**src/design/cs0u8_pkg.sv**
```systemverilog
// ----------------------------------------------------------------------------
// cs0u8_pkg
// Shared types and constants for the CS0 to UTF-8 decoder: the job word that
// passes from the classifier to the byte serializer, and UTF-8 lead patterns.
// ----------------------------------------------------------------------------
package cs0u8_pkg;

    localparam logic [7:0]  UTF8_LEAD2    = 8'hc0;
    localparam logic [7:0]  UTF8_LEAD3    = 8'he0;
    localparam logic [7:0]  UTF8_CONT     = 8'h80;
    localparam logic [5:0]  UTF8_CONT_MSK = 6'h3f;
    localparam logic [15:0] UTF8_MAX1     = 16'h0080;
    localparam logic [15:0] UTF8_MAX2     = 16'h0800;

    localparam logic [7:0]  CID_BYTE_A = 8'd8;
    localparam logic [7:0]  CID_BYTE_B = 8'd254;
    localparam logic [7:0]  CID_PAIR_A = 8'd16;
    localparam logic [7:0]  CID_PAIR_B = 8'd255;

    // One classified input word: a character to encode (nchar bytes, 0..3)
    // followed by an optional end-of-string item.
    typedef struct packed {
        logic [15:0] code;
        logic [1:0]  nchar;
        logic        eos;
        logic        bad;
    } job_t;

    function automatic logic [1:0] utf8_len(input logic [15:0] c);
        logic [1:0] n;
        if (c < UTF8_MAX1)
            n = 2'd1;
        else if (c < UTF8_MAX2)
            n = 2'd2;
        else
            n = 2'd3;
        return n;
    endfunction

endpackage

```
**src/design/cs0u8_front.sv**
```systemverilog
// ----------------------------------------------------------------------------
// cs0u8_front
// Accepts CS0 bytes, tracks the compression id and pair state, and turns each
// word into a job for the serializer. Words that yield nothing make no job.
// ----------------------------------------------------------------------------
module cs0u8_front (
    input  logic                clk,
    input  logic                rst_n,
    input  logic                push,
    output logic                full,
    input  logic [7:0]          in_byte,
    input  logic                is_last,
    input  logic                job_full,
    output logic                job_wr,
    output cs0u8_pkg::job_t     job_data
);
    import cs0u8_pkg::*;

    localparam logic [2:0] PH_ID   = 3'd0;
    localparam logic [2:0] PH_BYTE = 3'd1;
    localparam logic [2:0] PH_PAIR = 3'd2;
    localparam logic [2:0] PH_STOP = 3'd3;
    localparam logic [2:0] PH_BAD  = 3'd4;

    logic [2:0] phase_reg, phase_next, phase_step;
    logic [7:0] held_reg, held_next;
    logic       odd_reg, odd_next;
    logic       accept;
    logic [15:0] pair_code;
    job_t       job;

    assign full      = job_full;
    assign accept    = push && !job_full;
    assign pair_code = {held_reg, in_byte};

    always_comb
    begin
        phase_step = phase_reg;
        held_next  = held_reg;
        odd_next   = odd_reg;
        job.code   = 16'd0;
        job.nchar  = 2'd0;
        job.eos    = is_last;
        job.bad    = 1'b0;
        unique case (phase_reg)
            PH_ID:
            begin
                if (in_byte == CID_BYTE_A || in_byte == CID_BYTE_B)
                    phase_step = PH_BYTE;
                else if (in_byte == CID_PAIR_A || in_byte == CID_PAIR_B)
                    phase_step = PH_PAIR;
                else
                    phase_step = PH_BAD;
                held_next = 8'd0;
                odd_next  = 1'b0;
            end
            PH_BYTE:
            begin
                if (in_byte == 8'd0)
                    phase_step = PH_STOP;
                else
                begin
                    job.code  = {8'd0, in_byte};
                    job.nchar = utf8_len({8'd0, in_byte});
                end
            end
            PH_PAIR:
            begin
                if (!odd_reg)
                begin
                    held_next = in_byte;
                    odd_next  = 1'b1;
                end
                else
                begin
                    held_next = 8'd0;
                    odd_next  = 1'b0;
                    if (pair_code == 16'd0)
                        phase_step = PH_STOP;
                    else
                    begin
                        job.code  = pair_code;
                        job.nchar = utf8_len(pair_code);
                    end
                end
            end
            default:
            begin
                // stopped or bad id: drop data bytes
            end
        endcase
        job.bad = is_last && (phase_step == PH_BAD);
        // end of string returns everything to reset
        if (is_last)
        begin
            phase_next = PH_ID;
            held_next  = 8'd0;
            odd_next   = 1'b0;
        end
        else
            phase_next = phase_step;
    end

    assign job_wr   = accept && (job.eos || job.nchar != 2'd0);
    assign job_data = job;

    always_ff @(posedge clk or negedge rst_n)
    begin
        if (!rst_n)
        begin
            phase_reg <= PH_ID;
            held_reg  <= 8'd0;
            odd_reg   <= 1'b0;
        end
        else if (accept)
        begin
            phase_reg <= phase_next;
            held_reg  <= held_next;
            odd_reg   <= odd_next;
        end
    end

endmodule

```
**src/design/cs0u8_jobq.sv**
```systemverilog
// ----------------------------------------------------------------------------
// cs0u8_jobq
// Small first-in first-out queue of jobs between classifier and serializer.
// ----------------------------------------------------------------------------
module cs0u8_jobq #(
    parameter int DEPTH = 2
) (
    input  logic                clk,
    input  logic                rst_n,
    input  logic                wr_en,
    input  cs0u8_pkg::job_t     wr_data,
    output logic                full,
    input  logic                rd_en,
    output cs0u8_pkg::job_t     rd_data,
    output logic                empty
);
    import cs0u8_pkg::*;

    localparam int PW = $clog2(DEPTH);
    localparam int CW = $clog2(DEPTH + 1);
    localparam logic [PW-1:0] PTR_LAST = PW'(DEPTH - 1);
    localparam logic [CW-1:0] CNT_FULL = CW'(DEPTH);

    job_t          mem_reg [DEPTH];
    logic [PW-1:0] wptr_reg, rptr_reg;
    logic [CW-1:0] cnt_reg;
    logic          do_wr, do_rd;

    assign full    = (cnt_reg == CNT_FULL);
    assign empty   = (cnt_reg == '0);
    assign do_wr   = wr_en && !full;
    assign do_rd   = rd_en && !empty;
    assign rd_data = mem_reg[rptr_reg];

    always_ff @(posedge clk)
    begin
        if (do_wr)
            mem_reg[wptr_reg] <= wr_data;
    end

    always_ff @(posedge clk or negedge rst_n)
    begin
        if (!rst_n)
        begin
            wptr_reg <= '0;
            rptr_reg <= '0;
            cnt_reg  <= '0;
        end
        else
        begin
            if (do_wr)
                wptr_reg <= (wptr_reg == PTR_LAST) ? '0 : wptr_reg + 1'b1;
            if (do_rd)
                rptr_reg <= (rptr_reg == PTR_LAST) ? '0 : rptr_reg + 1'b1;
            if (do_wr && !do_rd)
                cnt_reg <= cnt_reg + 1'b1;
            else if (do_rd && !do_wr)
                cnt_reg <= cnt_reg - 1'b1;
        end
    end

endmodule

```
**src/design/cs0u8_back.sv**
```systemverilog
// ----------------------------------------------------------------------------
// cs0u8_back
// Takes jobs from the queue and emits their UTF-8 bytes and end item one word
// per cycle, while the output register is empty or popped, into that register.
// ----------------------------------------------------------------------------
module cs0u8_back (
    input  logic                clk,
    input  logic                rst_n,
    input  logic                job_empty,
    output logic                job_rd,
    input  cs0u8_pkg::job_t     job_data,
    output logic [7:0]          out_byte,
    output logic                end_of_string,
    output logic                bad_id,
    output logic                run_last,
    output logic                empty,
    input  logic                pop
);
    import cs0u8_pkg::*;

    job_t       cur_reg;
    logic       cur_valid_reg;
    logic [1:0] idx_reg, idx_next;
    logic       out_valid_reg, out_valid_next;
    logic [7:0] byte_reg, byte_sel;
    logic       eos_reg, bad_reg, last_reg;
    logic [2:0] total;
    logic       is_final, is_eos_item, load, take;

    assign total       = {1'b0, cur_reg.nchar} + {2'b0, cur_reg.eos};
    assign is_final    = ({1'b0, idx_reg} + 3'd1) == total;
    assign is_eos_item = (idx_reg == cur_reg.nchar);
    assign load        = cur_valid_reg && (!out_valid_reg || pop);
    assign take        = !job_empty && (!cur_valid_reg || (load && is_final));
    assign job_rd      = take;

    always_comb
    begin
        byte_sel = 8'd0;
        if (!is_eos_item)
        begin
            unique case (cur_reg.nchar)
                2'd1: byte_sel = cur_reg.code[7:0];
                2'd2:
                begin
                    if (idx_reg == 2'd0)
                        byte_sel = UTF8_LEAD2 | {3'b0, cur_reg.code[10:6]};
                    else
                        byte_sel = UTF8_CONT | {2'b0, cur_reg.code[5:0] & UTF8_CONT_MSK};
                end
                2'd3:
                begin
                    unique case (idx_reg)
                        2'd0:    byte_sel = UTF8_LEAD3 | {4'b0, cur_reg.code[15:12]};
                        2'd1:    byte_sel = UTF8_CONT | {2'b0, cur_reg.code[11:6]};
                        default: byte_sel = UTF8_CONT | {2'b0, cur_reg.code[5:0]};
                    endcase
                end
                default: byte_sel = 8'd0;
            endcase
        end
    end

    always_comb
    begin
        if (load)
            out_valid_next = 1'b1;
        else if (pop)
            out_valid_next = 1'b0;
        else
            out_valid_next = out_valid_reg;

        if (take)
            idx_next = 2'd0;
        else if (load)
            idx_next = idx_reg + 2'd1;
        else
            idx_next = idx_reg;
    end

    always_ff @(posedge clk or negedge rst_n)
    begin
        if (!rst_n)
        begin
            cur_valid_reg <= 1'b0;
            out_valid_reg <= 1'b0;
            idx_reg       <= 2'd0;
        end
        else
        begin
            out_valid_reg <= out_valid_next;
            idx_reg       <= idx_next;
            if (take)
                cur_valid_reg <= 1'b1;
            else if (load && is_final)
                cur_valid_reg <= 1'b0;
        end
    end

    always_ff @(posedge clk)
    begin
        if (take)
            cur_reg <= job_data;
        if (load)
        begin
            byte_reg <= byte_sel;
            eos_reg  <= is_eos_item;
            bad_reg  <= is_eos_item && cur_reg.bad;
            last_reg <= is_final;
        end
    end

    assign out_byte      = byte_reg;
    assign end_of_string = eos_reg;
    assign bad_id        = bad_reg;
    assign run_last      = last_reg;
    assign empty         = !out_valid_reg;

endmodule

```
**src/design/cs0_to_utf8_decoder_top.sv**
```systemverilog
// ----------------------------------------------------------------------------
// cs0_to_utf8_decoder_top
// Converts a UDF CS0 string, one byte per word, into UTF-8 bytes.
// ----------------------------------------------------------------------------
// Usage:
//   Input queue side: drive in_byte/is_last and raise push; a word is taken at
//   an edge with push high and full low. The first byte of a string is the
//   compression id; is_last marks the final byte.
//   Result queue side: while empty is low, out_byte, end_of_string, bad_id and
//   run_last show the oldest result; pop takes it. run_last flags the final
//   result caused by one input word; the last input byte adds an end item.
// Timing:
//   The first result of a word passes the job queue, the current-job register
//   and the output register before it is visible. Input words are taken every
//   cycle while the job queue (JOB_DEPTH entries) has room; results leave at
//   one per cycle from the output register while pop is high. Words that
//   yield nothing pass through the classifier without a queue entry.
// Reset:
//   rst_n clears the decoder to expect a compression id and empties the queue
//   and output register. A stalled result side fills the job queue and then
//   raises full; nothing is lost.
// ----------------------------------------------------------------------------
module cs0_to_utf8_decoder_top #(
    parameter int JOB_DEPTH = 2
) (
    input  logic       clk,
    input  logic       rst_n,
    input  logic       push,
    output logic       full,
    input  logic [7:0] in_byte,
    input  logic       is_last,
    output logic       empty,
    input  logic       pop,
    output logic [7:0] out_byte,
    output logic       end_of_string,
    output logic       bad_id,
    output logic       run_last
);
    import cs0u8_pkg::*;

    job_t wr_job, rd_job;
    logic job_wr, job_rd, job_full, job_empty;

    cs0u8_front u_front (
        .clk      (clk),
        .rst_n    (rst_n),
        .push     (push),
        .full     (full),
        .in_byte  (in_byte),
        .is_last  (is_last),
        .job_full (job_full),
        .job_wr   (job_wr),
        .job_data (wr_job)
    );

    cs0u8_jobq #(
        .DEPTH (JOB_DEPTH)
    ) u_jobq (
        .clk     (clk),
        .rst_n   (rst_n),
        .wr_en   (job_wr),
        .wr_data (wr_job),
        .full    (job_full),
        .rd_en   (job_rd),
        .rd_data (rd_job),
        .empty   (job_empty)
    );

    cs0u8_back u_back (
        .clk           (clk),
        .rst_n         (rst_n),
        .job_empty     (job_empty),
        .job_rd        (job_rd),
        .job_data      (rd_job),
        .out_byte      (out_byte),
        .end_of_string (end_of_string),
        .bad_id        (bad_id),
        .run_last      (run_last),
        .empty         (empty),
        .pop           (pop)
    );

endmodule
```
**config.mk**
```make
export PLATFORM = sky130hd
export DESIGN_NAME = cs0_to_utf8_decoder_top
export DESIGN_NICKNAME = d
export VERILOG_FILES = /design/src/design/cs0u8_pkg.sv /design/src/design/cs0u8_front.sv /design/src/design/cs0u8_jobq.sv /design/src/design/cs0u8_back.sv /design/src/design/cs0_to_utf8_decoder_top.sv
export SDC_FILE = /design/constraint.sdc
export NUM_CORES = 1
export LEC_CHECK = 0
export ABC_CLOCK_PERIOD_IN_PS = 3650
export BUFFER_PORTS_ARGS = -buffer_cell sky130_fd_sc_hd__buf_4
export CAP_MARGIN = 10
export CORE_AREA = 8 8 109 111
export CTS_CLUSTER_SIZE = 24
export DETAILED_ROUTE_END_ITERATION = 8
export DIE_AREA = 0 0 117 119
export PLACE_DENSITY = 0.53
export SLEW_MARGIN = 10
export SYNTH_ARGS = -nofsm -noshare
export SYNTH_HDL_FRONTEND = slang
export SYNTH_SLANG_ARGS = --single-unit
```
**constraint.sdc**
```tcl
create_clock -name clk -period 3.65 [get_ports clk]
set_input_delay 0.73 -clock clk [delete_from_list [all_inputs] [get_ports clk]]
set_output_delay 0.73 -clock clk [all_outputs]
set_load 0.01 [all_outputs]
```
# Word level (Yosys, flattened, before mapping)
# Memories as Yosys holds them, arrays and structs flattened. A register that Yosys moved wholly into a read port is not among the register bits.
# Cells that the tools add are included.
# word_totals
reg_bits	31
output_inout_bits	13
ramBits	40
input_bits	13
memories	1
# op_classes
mux	35
reduce_logical	34
n_eq_ne	14
addsub	7
n_lt_le_gt_ge	3
# mem_list
memory	depth	width	read_ports	rd_ports_with_merged_regs	wr	line	rtl
u_jobq.mem_reg	2	20	1	1	1	cs0u8_jobq.sv:24	job_t mem_reg [DEPTH];
# ops
operator	n
$mux W18	2
$pmux W18 S2	1
$pmux W8 S3	1
$mux W3	6
$eq A8 B8 Y1 const B	2
$logic_not A16 Y1	1
$lt A16 B12 Y1 const B	1
$lt A16 B8 Y1 const B	1
$mux W8	2
$pmux W8 S2	1
$pmux W7 S2	1
$mux W2	6
$logic_and A1 B1 Y1	11
$mux W1	11
$mux W10	1
$reduce_bool A2 Y1	5
$pmux W3 S3	1
$eq A8 B4 Y1 const B	1
$eq A8 B5 Y1 const B	1
$logic_not A8 Y1	1
$lt A8 B8 Y1 const B	1
$mux W7	1
$eq A2 B2 Y1 const B	3
$logic_not A1 Y1	6
other kinds (17)	25

# Depth between registers and ports, before layout
# Gate-level depths: netlist of run 1.
# depth
word_depth	14
ltp_mapped	11
depth_no_buf	11

# By module
# From an unflattened synthesis of run 1, not the netlist that was laid out.
# unflattened
cells_unflattened	298
hier_area_um2	4212.8
# by_module_without_submodules
module	cells_each	instances	area_per_inst_um2
cs0u8_back	121	1	1682.9
cs0u8_jobq	81	1	1637.8
cs0u8_front	96	1	892.1

# Worst setup path after synthesis of run 1
# Ideal clock, no wire load.
# synth_path
kind	input port to flip-flop
from	input port in_byte[6]
to	memory u_jobq.mem_reg[0][0] (netlist bit) (enable)
arrival_time_ps	2382
setup_ps	399
stages	5
t_required_ps	3251
setup_slack_ps	869
cell_sequence	nor4_1 -> nor2b_4 -> o32ai_2 -> o311a_4 -> nor2b_1
# synth_rtl
item	line	rtl
start, declared	cs0_to_utf8_decoder_top.sv:30	input logic [7:0] in_byte,
end, declared	cs0u8_jobq.sv:24	

# Worst setup path in the final report of run 1
# layout_path
from	register, netlist name u_back.cur_reg[2]
to	register u_jobq.cnt_reg[1]
# layout_via
elab_chain_cells	9
# layout_rtl
item	line	rtl
$add A2 B1 Y3 (*)	cs0u8_back.sv:30	assign total = {1'b0, cur_reg.nchar} + {2'b0, cur_reg.eos};
$eq A3 B3 Y1 (*)	cs0u8_back.sv:31	assign is_final = ({1'b0, idx_reg} + 3'd1) == total;
named net u_back.is_final	cs0u8_back.sv:28	logic is_final, is_eos_item, load, take;
$logic_and A1 B1 Y1 (*)	cs0u8_back.sv:34	assign take = !job_empty && (!cur_valid_reg || (load && is_final));
$logic_or A1 B1 Y1 (*)	cs0u8_back.sv:34	
$logic_and A1 B1 Y1 (*)	cs0u8_back.sv:34	
named net job_rd	cs0_to_utf8_decoder_top.sv:42	logic job_wr, job_rd, job_full, job_empty;
$logic_and A1 B1 Y1 (*)	cs0u8_jobq.sv:32	assign do_rd = rd_en && !empty;
$logic_not A1 Y1	cs0u8_jobq.sv:55	if (do_wr && !do_rd)
$logic_and A1 B1 Y1	cs0u8_jobq.sv:55	
$mux W2 / $reduce_bool A2 Y1 (equally long branches)	-	
end signal, assigned	cs0u8_jobq.sv:56	cnt_reg <= cnt_reg + 1'b1;
end signal, assigned	cs0u8_jobq.sv:58	cnt_reg <= cnt_reg - 1'b1;
end, declared	cs0u8_jobq.sv:26	logic [CW-1:0] cnt_reg;
# The timed path passes the listed nets; every way through them passes the cells marked *.
# A chain may end at the register's enable or synchronous reset.

==> results of run 1 <==
==> cell usage in the layout, fill, tap and decap left out, types with 2 or more instances in the layout <==
cell      synthesis  final
nor2_1           23     23
edfxtp_1         71     71
xnor2_1           3      3
nand2_1           9      9
nor4_1            3      3
dfrtp_1          20     20
inv_1             7      7
nor2b_1           3      3
o21ai_0           4      4
nor3_1            3      3
clkbuf_8          0      9
nand2b_1          5      5
ha_1              6      6
nand3_1           2      2
buf_4             0     27
and3_1            2      2
a22o_1           16     16
a21o_1            2      2
mux2_2           21     21
a31oi_1           3      3
a22oi_1           4      4
clkbuf_1          8      3
a21oi_1          11     11
clkinv_2          0      3
and2_1           17     17
xor2_1            8      8
==> stage by stage <==
stage	power (mW)	hold WS (ns)	area [um2]	setup WS [ns]	utilization
3_3_place_gp	2.76	0.494	4290	0.933	0.425
2_1_floorplan	2.43	0.434	3960	0.869	-
4_1_cts	3.33	0.240	4450	0.949	0.441
5_1_grt	3.53	0.247	4450	0.828	0.441
3_5_place_dp	2.76	0.491	4290	0.899	0.425
6_report	3.29	0.256	4450	0.954	0.441
==> final cells by class <==
type,count,area share
clock inverter,4,0.00422
tap,136,0.0383
inverter,7,0.00591
multi-input combinational,169,0.284
sequential,91,0.592
timing repair buffer,27,0.0456
clock buffer,12,0.0304
==> final timing paths <==
kind                              startpoint             endpoint  slack (ns)  cells after the start
max                        u_back.cur_reg[2]    u_jobq.cnt_reg[1]        0.95                     10
min                                    rst_n  u_front.held_reg[3]        0.26                      1
max reg2reg                u_back.cur_reg[2]    u_jobq.cnt_reg[1]        0.95                     10
min reg2reg                  u_jobq.wptr_reg      u_jobq.wptr_reg        0.50                      1
max in group asynchronous              rst_n    u_back.idx_reg[1]        3.17                      1
min in group clk             u_jobq.wptr_reg      u_jobq.wptr_reg        0.50                      1
==> worst max-delay path, cell delays in order (launching register included) <==
cell and delay, ns:
edfxtp_1 0.62, ha_1 0.29, ha_1 0.28, xor2_1 0.16, nor3_1 0.29, a21bo_2 0.21
o21a_1 0.13, inv_1 0.05, ha_1 0.32, nor2_1 0.14, xor2_1 0.14
==> power breakdown <==
part | leakage, nW | switching (mW) | total [mW] | internal (mW)
clock | 0.0816 | 0.326 | 0.569 | 0.243
sequential | 0.929 | 0.203 | 1.70 | 1.50
combinational | 0.660 | 0.525 | 1.02 | 0.495
==> metal layers <==
metal / vias to the layer above / track usage
li1: 1097 / -
met4: 0 / 0.0456
met3: 9 / 0.0293
met2: 44 / 0.160
met5: - / 0
met1: 1012 / 0.139
==> cells by family after synthesis <==
family,Yosys count,synth area share
DFF,91,0.665
and+or+nand+nor,78,0.112
AOI/OAI and AO/OA,52,0.101
muxes,22,0.0622
buffers and inverters,17,0.0167
xor gates and xnor gates,11,0.0243
adders and majority gates,6,0.0190
==> flow_summary_export.csv, run 1 <==
group,metric,value,unit
run_status,outcome,"completed",
synthesis,syn_inst,277,
sta,final_hold_viol_count,0,
detailed_routing,wire_per_inst,15.3,um
floorplan,rows,37,
sta,finClkSkew,0.0108,ns
floorplan,dieArea,13900,um2
run,maxCapViolations,0,
detailed_routing,routed_wirelength,6810,um
detailed_routing,dr_wl_met2,3110,um
final_layout,multi_input_area,1260,um2
sta,relSlewSlack,0.396,
clock_network,cts_tree,"yes",
placed_design,gp_congestion,0.806,
detailed_routing,wl_met1,3290,um
global_routing,grt_pass1_wl,11400,um
sta,min_period,2.70,ns
sta,finalSetupViolations,0,
detailed_routing,firstDrtPassIters,4,
final_layout,finalNetCount,324,
synthesis,synth-async-reset-ratio,0.220,
clock_network,cts_buffers,9,
floorplan,core,10100,um2
floorplan,initial_utilization,0.392,
detailed_routing,top_layer_used,"met4",
clock_network,post_cts_buffers,0,
placed_design,io_buffer_count,25,
final_layout,seqCellArea,2630,um2
sta,rsz0062_at_grt,"no",
final_layout,drive_gt1_frac,0.219,
sta,finalSetupTns,0,ns
placed_design,dp.cells,430,
detailed_routing,drt_iter0_drc,97,
worst_setup_path,crit_required,3.93,ns
global_routing,antenna_found_initial,0,
synthesis,synth_top_area_share,0.538,
synthesis,yosys.area.top_type,"edfxtp_1",
synthesis,yosysSeqAreaShare,0.665,
worst_setup_path,crit_type,"reg -> reg",
detailed_routing,ant_nets,0,
clock_network,clock_path_buffers,2,
detailed_routing,viasPerCell,4.85,
floorplan,die_w,117,um
pwr,power_density,740,nW/um2
pwr,power.leakage,1.67,nW
worst_setup_path,cp_max_fo,17,
floorplan,die-height,119,um
synthesis,synth_fp_nets,296,
synthesis,syn_area,3960,um2
worst_setup_path,worstSetupStartpointType,"flop",
synthesis,ys_types,48,
global_routing,grt_overflow,0,
detailed_routing,drc,0,
detailed_routing,num_vias,2162,
synthesis,synthFlopType,"edfxtp_1",
synthesis,synth.area.top_cells,"edfxtp_1 54%, dfrtp_1 13%, mux2_2 6.0%",
placed_design,dp_hpwl,4770,um
synthesis,synth_commonest_cells,"71 x edfxtp_1, 23 x nor2_1, 21 x mux2_2",
global_routing,grt_max_degree,24,
final_layout,antenna_cells,0,
worst_setup_path,arrival,2.97,ns
synthesis,synth_edf_count,71,
min_path,hold_path_class,"in -> async",
synthesis,ys_warn_count,0,
synthesis,avgSynthCellArea,14.3,um2
detailed_routing,wl_met3,310,um
clock_network,cts_root_buf,"clkbuf_8",
global_routing,grt_usage,0.106,
clock_network,cts.clk_slew.worst_paths,0.08,ns
clock_network,insertion_delay,0.35,ns
sta,tightestPinTransition,0.906,ns
clock_network,clock_sinks,91,
clock_network,h-tree-depth,3,
pwr,peakVddDrop,0.293,mV
global_routing,grt_pass1_vias,2231,
final_layout,largest_reg_flops,40,
synthesis,yosysMostFrequentCell,"edfxtp_1",
clock_network,cts_hold_buf,0,
clock_network,post_cts_resized,0,
final_layout,synthToLayoutAreaGrowth,12.3,%
worst_setup_path,endpoint_kind,"flop",
final_layout,nFillCells,946,
final_layout,instances_no_fill,446,
sta,maxSlewViolCount,0,
floorplan,ios,26,
sta,period_share,0.739,
sta,fmax,0.371,GHz
synthesis,ys_ff_latch,91,
(Power assumes the default switching activity.)
==> run 2: changes to the inputs <==
Settings changed: ABC_CLOCK_PERIOD_IN_PS 3650 to 2800.
Clock period 3.65 ns to 2.8 ns, I/O delays scaled along.
==> run 2 against run 1 <==
Sequential cell count unchanged. Die area unchanged. First-iteration DRC count down 30%. Hold slack worse by 0.18 ns. Power up 34%. Sequential share of layout area down 0.54 points. Cell area up 0.93%. Routed wire length up 1.5%. Setup slack worse by 0.52 ns. Clock skew down 0.0013 ns. Critical endpoint unchanged. Largest power group unchanged.
==> flow_summary_export.csv, run 2 (synthesis gave the netlist of run 1 again) <==
group,metric,value,unit
placed_design,dp.cells,432,
global_routing,grt_overflow,0,
detailed_routing,routed_wirelength,6910,um
sta,final_hold_viol_count,0,
placed_design,gp_congestion,0.781,
worst_setup_path,cp_max_fo,2,
final_layout,drive_gt1_frac,0.221,
global_routing,grt_pass1_wl,11400,um
floorplan,ios,26,
placed_design,dp_slack,0.169,ns
run_status,outcome,"completed",
final_layout,instances_no_fill,448,
pwr,total_power,4.41,mW
clock_network,clock_path_buffers,2,
clock_network,cts_hold_buf,0,
floorplan,core,10100,um2
final_layout,finalNetCount,326,
sta,maxSlewViolCount,0,
global_routing,grt_usage,0.107,
floorplan,initial_utilization,0.392,
clock_network,cts_buffers,9,
sta,fmax,0.422,GHz
sta,relSlewSlack,0.391,
sta,tightestPinTransition,0.913,ns
pwr,peakVddDrop,0.329,mV
sta,finalSetupTns,0,ns
global_routing,grt_max_degree,24,
sta,finalSetupViolations,0,
worst_setup_path,worstSetupStartpointType,"flop",
detailed_routing,num_vias,2210,
detailed_routing,drc,0,
run,maxCapViolations,0,
final_layout,largest_reg_flops,40,
clock_network,cts_root_buf,"clkbuf_8",
pwr,power_density,983,nW/um2
final_layout,antenna_cells,0,
clock_network,post_cts_buffers,0,
sta,min_period,2.37,ns
sta,hold-worst-slack,0.0804,ns
worst_setup_path,endpoint_kind,"flop",
final_layout,synthToLayoutAreaGrowth,13.3,%
placed_design,dp_hpwl,4800,um
placed_design,io_buffer_count,25,
sta,finClkSkew,0.00944,ns
final_layout,final_cell_mix,"71 x edfxtp_1, 29 x buf_4, 23 x nor2_1",
clock_network,clock_sinks,91,
sta,setup_slack,0.430,ns
detailed_routing,wire_per_inst,15.4,um
clock_network,cts_tree,"yes",
clock_network,insertion_delay,0.35,ns
pwr,power.leakage,1.68,nW
sta,period_share,0.846,
clock_network,post_cts_resized,0,
detailed_routing,firstDrtPassIters,4,
floorplan,rows,37,
detailed_routing,viasPerCell,4.93,
worst_setup_path,crit_type,"reg -> reg",
clock_network,cts.clk_slew.worst_paths,0.08,ns
global_routing,antenna_found_initial,0,
min_path,hold_path_class,"in -> async",
worst_setup_path,arrival,2.65,ns
final_layout,layout_commonest_cell,"edfxtp_1",
floorplan,die_w,117,um
clock_network,h-tree-depth,3,
detailed_routing,ant_nets,0,
detailed_routing,drt_iter0_drc,68,
worst_setup_path,crit_required,3.08,ns
floorplan,die-height,119,um
floorplan,dieArea,13900,um2
sta,rsz0062_at_grt,"no",
global_routing,grt_pass1_vias,2221,
run 2: cell count changes in the layout (fill, tap and decap cells not counted), sizes merged:
cell / previous run / this run
buf: 27 / 29
bufinv: 0 / 1
clkinv: 4 / 2
clkinvlp: 0 / 1
run 2: layout make-up:
| type | count | area [um2] |
|---|---|---|
| multi-input cells | 169 | 1260 |
| flip-flops and latches | 91 | 2630 |
| well taps | 136 | 170 |
| fillers | 940 | 5600 |
| clock inverters | 4 | 45.0 |
| repair buffers | 29 | 218 |
| clock buffers | 12 | 135 |
| inverters | 7 | 26.3 |
run 2: metal layers:
layer,part of all wire,global-route usage
met1,0.49,0.142
met4,0.016,0.0528
met2,0.46,0.159
met5,0,0
met3,0.041,0.0263
run 2: power by group:
| part | internal (mW) | total, mW | switching, mW |
|---|---|---|---|
| sequential | 1.95 | 2.17 | 0.218 |
| combinational | 0.663 | 1.41 | 0.745 |
| clock | 0.408 | 0.836 | 0.427 |
| total | 3.02 | 4.41 | 1.39 |
run 2: critical path: stages, from the launching register on:
cell,delay (ns)
edfxtp_1,0.40
ha_1,0.20
ha_1,0.28
xor2_1,0.16
nor3_1,0.28
a21bo_2,0.20
o21a_1,0.14
inv_1,0.05
ha_1,0.32
nor2_1,0.13
xor2_1,0.15
run 2: through the flow:
step | util | area (um2)
2_1_floorplan | - | 3960
3_3_place_gp | 0.427 | 4310
3_5_place_dp | 0.427 | 4310
4_1_cts | 0.445 | 4490
5_1_grt | 0.445 | 4490
6_report | 0.445 | 4490
run 2: path summary, 6_finish.rpt:
| kind | start | end | slack, ns | cells past startpoint |
|---|---|---|---|---|
| max in group asynchronous | rst_n | u_front.held_reg[1] | 2.49 | 1 |
| worst min-delay path | rst_n | u_front.odd_reg | 0.08 | 1 |
| worst max-delay path | u_back.cur_reg[2] | u_jobq.cnt_reg[1] | 0.43 | 10 |
| worst max register to register | u_back.cur_reg[2] | u_jobq.cnt_reg[1] | 0.43 | 10 |
| worst min register to register | u_jobq.wptr_reg | u_jobq.wptr_reg | 0.51 | 1 |
| min in group clk | is_last | u_jobq.mem_reg[1][1] | 0.45 | 1 |
==> run 3: changes to the inputs <==
Settings changed: ABC_CLOCK_PERIOD_IN_PS 2800 to 2100, PLACE_DENSITY 0.53 to 0.55.
Clock period 2.8 ns to 2.1 ns, I/O delays scaled along.
==> run 3 against run 2 <==
The run now ends with setup timing left. Routed wire length rose by 1.6%. Cell area up 8.1%. Sequential power increased by 29%. Die area unchanged. Via count increased by 6.1%. Critical path depth grew 1. Utilization is 3.6 points higher. Power increased by 42%. Hold slack gained 0.22 ns. Count of clock-buffer cells in the layout down 2. First-iteration DRC count is 53% higher. Non-clock buffer count is 36 higher.
==> flow_summary_export.csv, run 3 (synthesis gave the netlist of run 1 again) <==
group,metric,value,unit
run_status,outcome,"complete, but fails checks",
run_status,violations,"setup timing",
clock_network,insertion_delay,0.36,ns
pwr,power.leakage,1.89,nW
placed_design,placedInstanceArea,4610,um2
floorplan,die-height,119,um
detailed_routing,wire_per_inst,14.5,um
worst_setup_path,worstSetupStartpointType,"flop",
final_layout,instances_no_fill,484,
final_layout,final_cell_mix,"71 x edfxtp_1, 63 x buf_4, 23 x nor2_1",
detailed_routing,dr_wl_met2,3380,um
sta,period_share,1.02,
detailed_routing,drt_iter0_drc,104,
clock_network,clock_path_buffers,2,
global_routing,grt_overflow,0,
final_layout,antenna_cells,0,
detailed_routing,firstDrtPassIters,4,
detailed_routing,ant_nets,0,
detailed_routing,drc,0,
sta,finalSetupTns,-0.0327,ns
detailed_routing,top_layer_used,"met4",
global_routing,antenna_found_initial,0,
worst_setup_path,cp_max_fo,2,
global_routing,grt_pass1_vias,2452,
min_path,hold_path_class,"in -> reg",
placed_design,dp_hpwl,5090,um
global_routing,grt_usage,0.112,
sta,relSlewSlack,0.499,
placed_design,dp.cells,466,
final_layout,finalNetCount,362,
worst_setup_path,cp.depth,11,
clock_network,clock_sinks,91,
run,maxCapViolations,0,
worst_setup_path,crit_buf_inv,1,
sta,final_hold_viol_count,0,
final_layout,layout_commonest_cell,"edfxtp_1",
pwr,power_density,1290,nW/um2
final_layout,largest_reg_flops,40,
worst_setup_path,cp_common_cell,"xor2_1",
sta,rsz0062_at_grt,"yes",
global_routing,grt_pass1_wl,11900,um
clock_network,cts_tree,"yes",
floorplan,rows,37,
detailed_routing,wl_met3,291,um
floorplan,initial_utilization,0.392,
final_layout,drive_gt1_frac,0.333,
placed_design,gp_congestion,0.795,
sta,maxSlewViolCount,0,
detailed_routing,num_vias,2344,
clock_network,h-tree-depth,3,
sta,tightestPinTransition,0.749,ns
pwr,total_power,6.28,mW
worst_setup_path,reg2reg_slack,-0.03,ns
sta,finClkSkew,0.0126,ns
sta,min_period,2.13,ns
floorplan,die_w,117,um
clock_network,cts_buffers,9,
worst_setup_path,r2r_cells,11,
final_layout,stdcell_area,4850,um2
clock_network,cts.clk_slew.worst_paths,0.08,ns
detailed_routing,routed_wirelength,7020,um
detailed_routing,wl_met1,3160,um
final_layout,synthToLayoutAreaGrowth,22.5,%
worst_setup_path,arrival,2.42,ns
sta,hold-worst-slack,0.297,ns
placed_design,io_buffer_count,25,
sta,fmax,0.469,GHz
floorplan,dieArea,13900,um2
worst_setup_path,crit_required,2.39,ns
sta,setup_slack,-0.0327,ns
global_routing,grt_max_degree,24,
clock_network,cts_root_buf,"clkbuf_8",
worst_setup_path,crit_type,"reg -> reg",
floorplan,ios,26,
worst_setup_path,endpoint_kind,"flop",
detailed_routing,viasPerCell,4.84,
sta,finalSetupViolations,1,
floorplan,core,10100,um2
worst_setup_path,critPathSlowestCell,"edfxtp_1",
worst_setup_path,path_delay_family,"adder cells",
pwr,peakVddDrop,0.500,mV
worst_setup_path,crit_chain,"ha_2, ha_4, xor2_1, nor3_2, a21bo_2, o21a_4, inv_2, ha_4, xor2_1, nor2_1, xor2_1",
min_path,hold_depth,1,
worst_setup_path,crit_path_max_incr_delay,0.40,ns
-- run 3: changes by cell type in the layout (fill, tap and decap cells not counted), moves of 2 or more --
cell,change
buf_4,+34
clkbuf_1,-3
clkinv_4,+3
ha_1,-3
ha_4,+2
-- run 3: routing by layer --
metal,track usage,vias to the layer above
li1,-,1170
met2,0.178,41
met1,0.131,1115
met4,0.0600,0
met5,0,-
met3,0.0354,18
-- run 3: layout make-up --
cell class | instances | area [um2]
Clock inverter | 6 | 65.1
Inverter | 7 | 26.3
Timing Repair Buffer | 65 | 503
Clock buffer | 10 | 138
Tap cell | 136 | 170
Sequential cell | 91 | 2630
Fill cell | 917 | 5240
Multi-Input combinational cell | 169 | 1320
-- run 3: what timing repair did --
item	CTS	global route
endpoints found under the hold margin	20	0
resized for setup	2	1
hold buffers	1	0
setup endpoints to repair	22	63
setup buffers	0	1
gates cloned	0	0
-- run 3: path summary, 6_finish.rpt --
kind	startpoint	endpoint
min	is_last	u_jobq.mem_reg[1][1]
min in group asynchronous	rst_n	u_front.held_reg[5]
max	u_back.cur_reg[2]	u_jobq.cnt_reg[1]
min reg2reg	u_front.held_reg[5]	u_front.held_reg[5]
max reg2reg	u_back.cur_reg[2]	u_jobq.cnt_reg[1]
max in group asynchronous	rst_n	u_front.held_reg[1]
-- run 3: through the flow --
stage	worst slack, ns	util
6_report	-0.0327	0.481
5_1_grt	-0.145	0.481
4_1_cts	-0.0474	0.479
3_5_place_dp	-0.250	0.457
3_3_place_gp	-0.233	0.457
2_1_floorplan	-0.117	-
-- run 3: report_power, final --
| group | total, mW | switching, mW | internal, mW |
|---|---|---|---|
| combinational | 2.29 | 1.16 | 1.13 |
| sequential | 2.81 | 0.201 | 2.60 |
| clock | 1.18 | 0.597 | 0.582 |
| total | 6.28 | 1.96 | 4.32 |
-- run 3: worst register-to-register path, delay by kind of cell, from the launching register on --
family	cells	cell delay [ns]
AO/OA/AOI/OAI	2	0.31
XOR/XNOR	3	0.44
adder cells (fa/ha/maj)	3	0.58
buffers and inverters	1	0.04
flip-flops	1	0.40
AND/OR/NAND/NOR	2	0.29
